===== src/mmr_pkg.sv =====
`timescale 1ns / 1ps

package mmr_pkg;

    // Action codes of the input word.
    localparam logic [3:0] ACT_NOTE_ON      = 4'd0;
    localparam logic [3:0] ACT_NOTE_OFF     = 4'd1;
    localparam logic [3:0] ACT_POLY_PRESS   = 4'd2;
    localparam logic [3:0] ACT_CC           = 4'd3;
    localparam logic [3:0] ACT_PROGRAM      = 4'd4;
    localparam logic [3:0] ACT_CHAN_PRESS   = 4'd5;
    localparam logic [3:0] ACT_PITCH_BEND   = 4'd6;
    localparam logic [3:0] ACT_GENERIC      = 4'd7;
    localparam logic [3:0] ACT_DRAIN        = 4'd8;

    // Configuration register indexes.
    localparam logic [1:0] CFG_KIND_ENABLES = 2'd0;
    localparam logic [1:0] CFG_CLOSED_MODE  = 2'd1;
    localparam logic [1:0] CFG_MAP_VALID    = 2'd2;
    localparam logic [1:0] CFG_MAP_TARGET   = 2'd3;

    // Upper nibbles of the channel message status bytes.
    localparam logic [3:0] STAT_NOTE_OFF    = 4'h8;
    localparam logic [3:0] STAT_NOTE_ON     = 4'h9;
    localparam logic [3:0] STAT_POLY_PRESS  = 4'hA;
    localparam logic [3:0] STAT_CC          = 4'hB;
    localparam logic [3:0] STAT_PROGRAM     = 4'hC;
    localparam logic [3:0] STAT_CHAN_PRESS  = 4'hD;
    localparam logic [3:0] STAT_PITCH_BEND  = 4'hE;

    localparam logic [7:0] DRAIN_VELOCITY   = 8'h40;

    // Held-note bitmap: 2048 entries kept as 256 rows of 8 bits.
    localparam int ROW_BITS = 8;
    localparam int ROWS     = 256;
    localparam logic [7:0] ROW_LAST = 8'(ROWS - 1);

    typedef logic [7:0] row_t;

    typedef struct packed {
        logic capture;
        logic clear_step;
        logic rd_scan;
        logic load_msg;
        logic note_write;
        logic scan_init;
        logic scan_next;
        logic drain_write;
    } mmr_cmd_t;

    typedef struct packed {
        logic is_drain;
        logic invalid_act;
        logic closed;
        logic drop_generic;
        logic note_kind;
        logic total_nz;
        logic row_nz;
        logic row_last;
    } mmr_sts_t;

endpackage


===== src/mmr_ctrl.sv =====
`timescale 1ns / 1ps

module mmr_ctrl
    import mmr_pkg::*;
(
    input  logic     clk,
    input  logic     rst_n,
    input  logic     start,
    input  mmr_sts_t sts,
    output mmr_cmd_t cmd,
    output logic     busy
);

    typedef enum logic [5:0] {
        S_CLEAR    = 6'b000001,
        S_IDLE     = 6'b000010,
        S_DECODE   = 6'b000100,
        S_NOTE_WR  = 6'b001000,
        S_SCAN_RD  = 6'b010000,
        S_SCAN_CHK = 6'b100000
    } state_t;

    state_t state_reg;
    state_t state_next;

    always_ff @(posedge clk or negedge rst_n)
    begin
        if (!rst_n)
        begin
            state_reg <= S_CLEAR;
        end
        else
        begin
            state_reg <= state_next;
        end
    end

    always_comb
    begin
        state_next = state_reg;
        cmd        = '0;
        unique case (state_reg)
            S_CLEAR:
            begin
                cmd.clear_step = 1'b1;
                if (sts.row_last)
                begin
                    state_next = S_IDLE;
                end
            end
            S_IDLE:
            begin
                if (start)
                begin
                    cmd.capture = 1'b1;
                    state_next  = S_DECODE;
                end
            end
            S_DECODE:
            begin
                // The note row is read here so that its word is ready in S_NOTE_WR.
                priority if (sts.is_drain)
                begin
                    if (sts.closed && sts.total_nz)
                    begin
                        cmd.scan_init = 1'b1;
                        state_next    = S_SCAN_RD;
                    end
                    else
                    begin
                        state_next = S_IDLE;
                    end
                end
                else if (sts.invalid_act || sts.closed || sts.drop_generic)
                begin
                    state_next = S_IDLE;
                end
                else if (sts.note_kind)
                begin
                    state_next = S_NOTE_WR;
                end
                else
                begin
                    cmd.load_msg = 1'b1;
                    state_next   = S_IDLE;
                end
            end
            S_NOTE_WR:
            begin
                cmd.note_write = 1'b1;
                cmd.load_msg   = 1'b1;
                state_next     = S_IDLE;
            end
            S_SCAN_RD:
            begin
                cmd.rd_scan = 1'b1;
                state_next  = S_SCAN_CHK;
            end
            S_SCAN_CHK:
            begin
                priority if (sts.row_nz)
                begin
                    cmd.drain_write = 1'b1;
                    state_next      = S_IDLE;
                end
                else if (sts.row_last)
                begin
                    state_next = S_IDLE;
                end
                else
                begin
                    cmd.scan_next = 1'b1;
                    state_next    = S_SCAN_RD;
                end
            end
            default:
            begin
                state_next = S_IDLE;
            end
        endcase
    end

    assign busy = (state_reg != S_IDLE);

endmodule


===== src/mmr_datapath.sv =====
`timescale 1ns / 1ps

module mmr_datapath
    import mmr_pkg::*;
(
    input  logic        clk,
    input  logic        rst_n,
    input  mmr_cmd_t    cmd,
    output mmr_sts_t    sts,
    input  logic [3:0]  action,
    input  logic [3:0]  channel,
    input  logic [6:0]  note_number,
    input  logic [13:0] value,
    input  logic [1:0]  byte_count,
    input  logic [7:0]  first_byte,
    input  logic [7:0]  second_byte,
    input  logic [7:0]  third_byte,
    input  logic        handled,
    input  logic        cfg_we,
    input  logic [1:0]  cfg_index,
    input  logic [63:0] cfg_data,
    output logic        done,
    output logic        port,
    output logic [1:0]  out_length,
    output logic [7:0]  out_status,
    output logic [7:0]  out_data1,
    output logic [7:0]  out_data2,
    output logic        more_held
);

    // Captured input word.
    logic [3:0]  act_reg;
    logic [3:0]  ch_reg;
    logic [6:0]  num_reg;
    logic [13:0] val_reg;
    logic [1:0]  cnt_reg;
    logic [7:0]  b1_reg;
    logic [7:0]  b2_reg;
    logic [7:0]  b3_reg;
    logic        hnd_reg;

    // Configuration.
    logic [7:0]  kind_en_reg;
    logic        closed_reg;
    logic [15:0] map_valid_reg;
    logic [63:0] map_target_reg;

    // Held-note state.
    logic [ROW_BITS-1:0] held_mem [ROWS];
    logic [ROW_BITS-1:0] rd_data_reg;
    row_t                row_reg;
    row_t                row_next;
    logic [11:0]         total_reg;
    logic [11:0]         total_next;

    logic                mem_we;
    row_t                mem_wa;
    row_t                mem_ra;
    logic [ROW_BITS-1:0] mem_wd;

    logic                done_reg;
    logic                port_reg;
    logic [1:0]          len_reg;
    logic [7:0]          status_reg;
    logic [7:0]          data1_reg;
    logic [7:0]          data2_reg;
    logic                more_reg;

    logic                en;
    logic [3:0]          remapped;
    logic [3:0]          och;
    row_t                note_row;
    logic [2:0]          note_bit;
    logic                note_on;
    logic                was_held;
    logic [2:0]          low_bit;
    logic                low_found;

    logic [1:0]          msg_len;
    logic [7:0]          msg_status;
    logic [7:0]          msg_data1;
    logic [7:0]          msg_data2;

    always_ff @(posedge clk)
    begin
        if (cmd.capture)
        begin
            act_reg <= action;
            ch_reg  <= channel;
            num_reg <= note_number;
            val_reg <= value;
            cnt_reg <= byte_count;
            b1_reg  <= first_byte;
            b2_reg  <= second_byte;
            b3_reg  <= third_byte;
            hnd_reg <= handled;
        end
    end

    always_ff @(posedge clk or negedge rst_n)
    begin
        if (!rst_n)
        begin
            kind_en_reg    <= 8'hFF;
            closed_reg     <= 1'b0;
            map_valid_reg  <= 16'h0000;
            map_target_reg <= 64'h0;
        end
        else if (cfg_we)
        begin
            unique case (cfg_index)
                CFG_KIND_ENABLES: kind_en_reg    <= cfg_data[7:0];
                CFG_CLOSED_MODE:  closed_reg     <= cfg_data[0];
                CFG_MAP_VALID:    map_valid_reg  <= cfg_data[15:0];
                CFG_MAP_TARGET:   map_target_reg <= cfg_data;
            endcase
        end
    end

    assign en       = kind_en_reg[act_reg[2:0]];
    assign remapped = map_valid_reg[ch_reg] ? map_target_reg[{ch_reg, 2'b00} +: 4] : ch_reg;
    assign och      = en ? remapped : ch_reg;
    assign note_row = {num_reg, och[3]};
    assign note_bit = och[2:0];
    assign note_on  = (act_reg == ACT_NOTE_ON);
    assign was_held = rd_data_reg[note_bit];

    always_comb
    begin
        low_bit   = '0;
        low_found = 1'b0;
        for (int i = 0; i < ROW_BITS; i++)
        begin
            if (!low_found && rd_data_reg[i])
            begin
                low_bit   = 3'(i);
                low_found = 1'b1;
            end
        end
    end

    // One memory port pair: the scan walks rows, a note touches its own row.
    always_comb
    begin
        mem_ra = cmd.rd_scan ? row_reg : note_row;
        mem_we = cmd.clear_step | cmd.note_write | cmd.drain_write;
        mem_wa = cmd.note_write ? note_row : row_reg;
        priority if (cmd.note_write)
        begin
            mem_wd = note_on ? (rd_data_reg | (8'b1 << note_bit))
                             : (rd_data_reg & ~(8'b1 << note_bit));
        end
        else if (cmd.drain_write)
        begin
            mem_wd = rd_data_reg & (rd_data_reg - 8'd1);
        end
        else
        begin
            mem_wd = '0;
        end
    end

    always_ff @(posedge clk)
    begin
        if (mem_we)
        begin
            held_mem[mem_wa] <= mem_wd;
        end
        rd_data_reg <= held_mem[mem_ra];
    end

    always_comb
    begin
        row_next   = row_reg;
        total_next = total_reg;
        if (cmd.scan_init)
        begin
            row_next = '0;
        end
        else if (cmd.clear_step || cmd.scan_next)
        begin
            row_next = row_reg + 8'd1;
        end
        if (cmd.note_write)
        begin
            if (note_on && !was_held)
            begin
                total_next = total_reg + 12'd1;
            end
            else if (!note_on && was_held)
            begin
                total_next = total_reg - 12'd1;
            end
        end
        else if (cmd.drain_write)
        begin
            total_next = total_reg - 12'd1;
        end
    end

    always_ff @(posedge clk or negedge rst_n)
    begin
        if (!rst_n)
        begin
            row_reg   <= '0;
            total_reg <= '0;
            done_reg  <= 1'b0;
        end
        else
        begin
            row_reg   <= row_next;
            total_reg <= total_next;
            done_reg  <= cmd.load_msg | cmd.drain_write;
        end
    end

    always_comb
    begin
        msg_len    = 2'd3;
        msg_status = {STAT_NOTE_ON, och};
        msg_data1  = {1'b0, num_reg};
        msg_data2  = val_reg[7:0];
        unique case (act_reg)
            ACT_NOTE_ON:    msg_status = {STAT_NOTE_ON, och};
            ACT_NOTE_OFF:   msg_status = {STAT_NOTE_OFF, och};
            ACT_POLY_PRESS: msg_status = {STAT_POLY_PRESS, och};
            ACT_CC:         msg_status = {STAT_CC, och};
            ACT_PROGRAM, ACT_CHAN_PRESS:
            begin
                msg_len    = 2'd2;
                msg_status = {(act_reg == ACT_PROGRAM) ? STAT_PROGRAM : STAT_CHAN_PRESS, och};
                msg_data1  = val_reg[7:0];
                msg_data2  = 8'h00;
            end
            ACT_PITCH_BEND:
            begin
                msg_status = {STAT_PITCH_BEND, och};
                msg_data1  = {1'b0, val_reg[6:0]};
                msg_data2  = {1'b0, val_reg[13:7]};
            end
            default:
            begin
                // Generic message: bytes past its length read as zero.
                msg_len    = cnt_reg;
                msg_status = b1_reg;
                msg_data1  = (cnt_reg >= 2'd2) ? b2_reg : 8'h00;
                msg_data2  = (cnt_reg == 2'd3) ? b3_reg : 8'h00;
            end
        endcase
    end

    always_ff @(posedge clk)
    begin
        if (cmd.drain_write)
        begin
            port_reg   <= 1'b0;
            len_reg    <= 2'd3;
            status_reg <= {STAT_NOTE_OFF, row_reg[0], low_bit};
            data1_reg  <= {1'b0, row_reg[7:1]};
            data2_reg  <= DRAIN_VELOCITY;
            more_reg   <= (total_reg != 12'd1);
        end
        else if (cmd.load_msg)
        begin
            port_reg   <= ~en;
            len_reg    <= msg_len;
            status_reg <= msg_status;
            data1_reg  <= msg_data1;
            data2_reg  <= msg_data2;
            more_reg   <= 1'b0;
        end
    end

    always_comb
    begin
        sts.is_drain     = (act_reg == ACT_DRAIN);
        sts.invalid_act  = (act_reg > ACT_DRAIN);
        sts.closed       = closed_reg;
        sts.drop_generic = (act_reg == ACT_GENERIC) && (hnd_reg || (cnt_reg == 2'd0));
        sts.note_kind    = en && ((act_reg == ACT_NOTE_ON) || (act_reg == ACT_NOTE_OFF));
        sts.total_nz     = (total_reg != 12'd0);
        sts.row_nz       = (rd_data_reg != '0);
        sts.row_last     = (row_reg == ROW_LAST);
    end

    assign done       = done_reg;
    assign port       = port_reg;
    assign out_length = len_reg;
    assign out_status = status_reg;
    assign out_data1  = data1_reg;
    assign out_data2  = data2_reg;
    assign more_held  = more_reg;

endmodule


===== src/midi_message_router.sv =====
`timescale 1ns / 1ps
// MIDI message router.
// Input: a decoded message word is taken at a rising edge with start high and busy low.
// Result: at most one word per input, shown for exactly one cycle with done high.
// port 0 is the main port (enabled kinds, channel remapped), port 1 the bypass port.
// Configuration: cfg_valid/cfg_ready write channel, cfg_index selects kind_enables,
// closed_mode, map_valid or map_target; cfg_ready is always high.
// Flow: a plain message goes to the result registers straight from decode; an enabled
// note-on or note-off first passes a write state that updates its bitmap row.
// busy drops in the done cycle, so the next word can be accepted then.
// When closed_mode is set and notes are held, a drain tick scans the 256-row held-note
// memory row by row from row 0, reading and checking each, up to the lowest held note.
// Items that produce no result return the block to idle without raising done.
// Reset: config returns to its defaults and a clearing pass over the 256 memory
// rows runs with busy high; configuration writes are taken meanwhile.
// The receiver cannot stall: each result is valid for its single done cycle only.
module midi_message_router
    import mmr_pkg::*;
(
    input  logic        clk,
    input  logic        rst_n,
    input  logic        start,
    output logic        busy,
    input  logic [3:0]  action,
    input  logic [3:0]  channel,
    input  logic [6:0]  note_number,
    input  logic [13:0] value,
    input  logic [1:0]  byte_count,
    input  logic [7:0]  first_byte,
    input  logic [7:0]  second_byte,
    input  logic [7:0]  third_byte,
    input  logic        handled,
    input  logic        cfg_valid,
    output logic        cfg_ready,
    input  logic [1:0]  cfg_index,
    input  logic [63:0] cfg_data,
    output logic        done,
    output logic        port,
    output logic [1:0]  out_length,
    output logic [7:0]  out_status,
    output logic [7:0]  out_data1,
    output logic [7:0]  out_data2,
    output logic        more_held
);

    mmr_cmd_t cmd;
    mmr_sts_t sts;

    assign cfg_ready = 1'b1;

    mmr_ctrl u_ctrl (
        .clk   (clk),
        .rst_n (rst_n),
        .start (start),
        .sts   (sts),
        .cmd   (cmd),
        .busy  (busy)
    );

    mmr_datapath u_datapath (
        .clk         (clk),
        .rst_n       (rst_n),
        .cmd         (cmd),
        .sts         (sts),
        .action      (action),
        .channel     (channel),
        .note_number (note_number),
        .value       (value),
        .byte_count  (byte_count),
        .first_byte  (first_byte),
        .second_byte (second_byte),
        .third_byte  (third_byte),
        .handled     (handled),
        .cfg_we      (cfg_valid & cfg_ready),
        .cfg_index   (cfg_index),
        .cfg_data    (cfg_data),
        .done        (done),
        .port        (port),
        .out_length  (out_length),
        .out_status  (out_status),
        .out_data1   (out_data1),
        .out_data2   (out_data2),
        .more_held   (more_held)
    );

endmodule


===== config.mk =====
export PLATFORM = sky130hd
export DESIGN_NAME = midi_message_router
export DESIGN_NICKNAME = d
export VERILOG_FILES = /design/src/mmr_pkg.sv /design/src/mmr_ctrl.sv /design/src/mmr_datapath.sv /design/src/midi_message_router.sv
export SDC_FILE = /design/constraint.sdc
export NUM_CORES = 2
export LEC_CHECK = 0
export BUFFER_PORTS_ARGS = -buffer_cell sky130_fd_sc_hd__buf_4
export CORE_MARGIN = 10
export CORE_UTILIZATION = 30
export CTS_BUF_LIST = sky130_fd_sc_hd__clkbuf_4
export DETAILED_ROUTE_END_ITERATION = 12
export PLACE_DENSITY = 0.51
export SETUP_SLACK_MARGIN = 0.3
export SLEW_MARGIN = 20
export SYNTH_ARGS = -nofsm -noshare
export SYNTH_HDL_FRONTEND = slang
export SYNTH_HIERARCHICAL = 1
export SYNTH_SLANG_ARGS = --single-unit
export TNS_END_PERCENT = 50

===== constraint.sdc =====
create_clock -name clk -period 20.1 [get_ports clk]
set_input_delay 1.005 -clock clk [delete_from_list [all_inputs] [get_ports clk]]
set_output_delay 1.005 -clock clk [all_outputs]
set_load 0.005 [all_outputs]

==> impl_metrics.env <==
export IMPL_critPathRequiredTime_ns=21.18
export IMPL_period_needed_ns=7.93
export IMPL_cap_violations=0
export IMPL_via_per_inst=5.03
export IMPL_final_cell_mix="edfxtp_1, clkbuf_4, mux2i_1, nand2_1, o22ai_1"
export IMPL_fin_crit_sh_pct=39.5
export IMPL_worst_pin_slew_ns=1.15
export IMPL_crit_type="reg -> reg"
export IMPL_slew_viol_final=0
export IMPL_grt_max_degree=205
export IMPL_wl_met1_um=108000
export IMPL_clockRootBuffer="clkbuf_4"
export IMPL_outcome="completed"
export IMPL_synth_area_top_cells="edfxtp_1, mux2i_1, dfrtp_1"
export IMPL_synth_xor_area_share_pct=0.195
export IMPL_synth_top_family_by_area="multiplexers"
export IMPL_post_place_cells=9636
export IMPL_worstHoldPathCells=3
export IMPL_dieArea_sq_mm=0.321
export IMPL_yosysTopAreaCellShare_pct=70.8
export IMPL_cts_clk_slew_worst_paths_ns=0.07
export IMPL_cts_buffer_depth=4
export IMPL_die_y_um=567
export IMPL_synth_edf_count=2116
export IMPL_insertion_delay_ns=1.32
export IMPL_synth_area_mux_share_pct=10.1
export IMPL_dieWidth_um=567
export IMPL_yosysSeqAreaShare_pct=74.6
export IMPL_gp_congestion=0.803
export IMPL_synth_compound_area_share_pct=7.02
export IMPL_rsz0062_at_grt="no"
export IMPL_syn_cell_area_sq_mm=0.0898
export IMPL_irDropWorstVdd_mv=0.0660
export IMPL_synthCells=5802
export IMPL_rrSetupSlack_ns=12.17
export IMPL_drc=0
export IMPL_power_density_mw_per_mm2=101
export IMPL_cts_buffers=581
export IMPL_largest_reg_flops=2048
export IMPL_hold_viol_final=0
export IMPL_syn_nets=5933
export IMPL_cp_arrival_ns=9.01
export IMPL_drt_total_wl_um=257000
export IMPL_detail_route_antenna_nets=0
export IMPL_wl_per_cell_um=23.9
export IMPL_area_growth_pct=15.6
export IMPL_crit_path_max_fanout=61
export IMPL_synthFlopType="edfxtp_1"
export IMPL_dp_hpwl_um=150000
export IMPL_cts_sink_count=2256
export IMPL_ys_types=73
export IMPL_cts_tree="done"
export IMPL_vias=54000
export IMPL_grt_pass1_vias=53900
export IMPL_grt_pass1_wl_um=372000
export IMPL_p_leak_nw=38.7
export IMPL_slew_headroom_pct=22.7
export IMPL_synth_seq_cells=2256
export IMPL_worstRegToRegCells=15
export IMPL_port_buffers=155
export IMPL_cp_start_kind="flip-flop"
export IMPL_synthArstFlopShare_pct=5.14
export IMPL_start_util_pct=30.2
export IMPL_drtIter0Drc=4885
export IMPL_fp_coreArea_sq_mm=0.297
export IMPL_first_pass_iters=7
export IMPL_final_setup_viol_count=0
export IMPL_drive_gt1_share_pct=19.5
export IMPL_skew_ns=0.110
export IMPL_synth_fa_ha_area_share_pct=0.0697
export IMPL_grt_usage_pct=15.2
export IMPL_maxUsedRoutingLayer="met5"
export IMPL_cts_setup_buffers=0
export IMPL_stdcell_count=10700
export IMPL_end_kind="flip-flop"
export IMPL_syn_area_per_cell_sq_um=15.5
export IMPL_clock_fmax_ghz=0.126
export IMPL_synthSimpleGateAreaFrac_pct=6.10
export IMPL_final_nets=6535
export IMPL_final_common_cell="edfxtp_1"
export IMPL_overflow=0
export IMPL_wl_met3_um=16600
export IMPL_yosys_warnings=6
export IMPL_hold_path_class="in -> reg"
export IMPL_final_setup_tns_ns=0
export IMPL_yosysTopAreaCell="edfxtp_1"
export IMPL_rows=200
export IMPL_io_pins=157
export IMPL_htree_num_levels=6
export IMPL_wl_met2_um=124000
export IMPL_antenna_found_initial=14
routing by layer:
layer	global-route usage (%)	vias to the layer above
met2	25.1	1878
met5	0	-
li1	-	24200
met4	5.18	6
met1	20.1	27500
met3	3.02	410
report_power, final:
part	leakage [nW]	switching [W]	internal (W)	total [W]
clock network	4.20	0.00184	0.00202	0.00386
registers	26.0	0.000106	0.00516	0.00527
logic	8.49	0.000871	0.000468	0.00134
worst paths after layout:
| check | start | end |
|---|---|---|
| setup / recovery | u_datapath/act_reg[0]$_DFFE_PP_ | u_datapath/rd_data_reg[0]$_DFF_P_ |
| hold / removal | cfg_index[0] | u_datapath/kind_en_reg[5]$_DFFE_PN1P_ |
| setup reg to reg | u_datapath/act_reg[0]$_DFFE_PP_ | u_datapath/rd_data_reg[0]$_DFF_P_ |
| hold reg to reg | u_datapath/val_reg[13]$_DFFE_PP_ | u_datapath/out_data2[6]$_SDFFE_PP1P_ |
| max in group asynchronous | rst_n | u_datapath/row_reg[5]$_DFFE_PN0P_ |
| min in group asynchronous | rst_n | u_datapath/map_target_reg[38]$_DFFE_PN0P_ |
stage by stage:
step	power (W)	hold slack (ns)	setup slack [ns]	utilization (%)	area [sq um]
3_5_place_dp	0.00668	0.466	12.29	32.1	95300
6_report	0.0105	0.225	12.17	34.9	104000
2_1_floorplan	0.00624	0.447	5.51	-	89800
4_1_cts	0.0106	0.0628	12.23	34.9	104000
5_1_grt	0.0109	0.0880	11.66	34.9	104000
3_3_place_gp	0.00667	0.470	12.21	32.1	95300
worst max-delay path, stage by stage, from the launching register on:
cell,delay [ns]
edfxtp_1,0.62
mux4_2,0.58
mux2i_2,0.49
o31ai_4,0.17
a21oi_4,0.14
buf_4,0.73
buf_4,0.68
buf_4,0.81
buf_4,0.87
buf_4,0.75
mux2i_1,0.31
o22ai_1,0.10
o21ai_0,0.29
a41oi_1,0.32
a2111oi_0,0.51
nand4_1,0.14
layout make-up:
cell class,instances,area (sq um)
clock inverters,162,1040
inverters,19,71.3
clock buffers,814,6110
repair buffers,385,3360
flip-flops and latches,2256,66900
diodes,4,10.0
well taps,3939,4930
multi-input cells,3161,21300
fillers,28700,194000
synthesized netlist by cell type, types with 98 or more instances:
cell type  count
nor2_1       332
o21ai_0      156
nand2_1      612
buf_2         98
clkbuf_1     205
mux2_2        99
dfrtp_1      107
a21oi_1      294
edfxtp_1    2116
nor4_1       129
o22ai_1      386
mux2i_1      737
kinds of logic (layout without fill, tap and decap cells):
logic type,count (synthesis),after routing
DFF,2256,2256
and+or+nand+nor,1247,1247
AOI/OAI and AO/OA,1027,1027
muxes,861,861
buffers and inverters,385,1380
xor gates and xnor gates,20,20
adders and majority gates,5,5
other,1,5
what timing repair did:
action                                 in CTS  in global routing
endpoints found under the hold margin     202                  0
gates resized for setup                     0                  0
hold buffers                              123                  0
(Power assumes the default switching activity.)
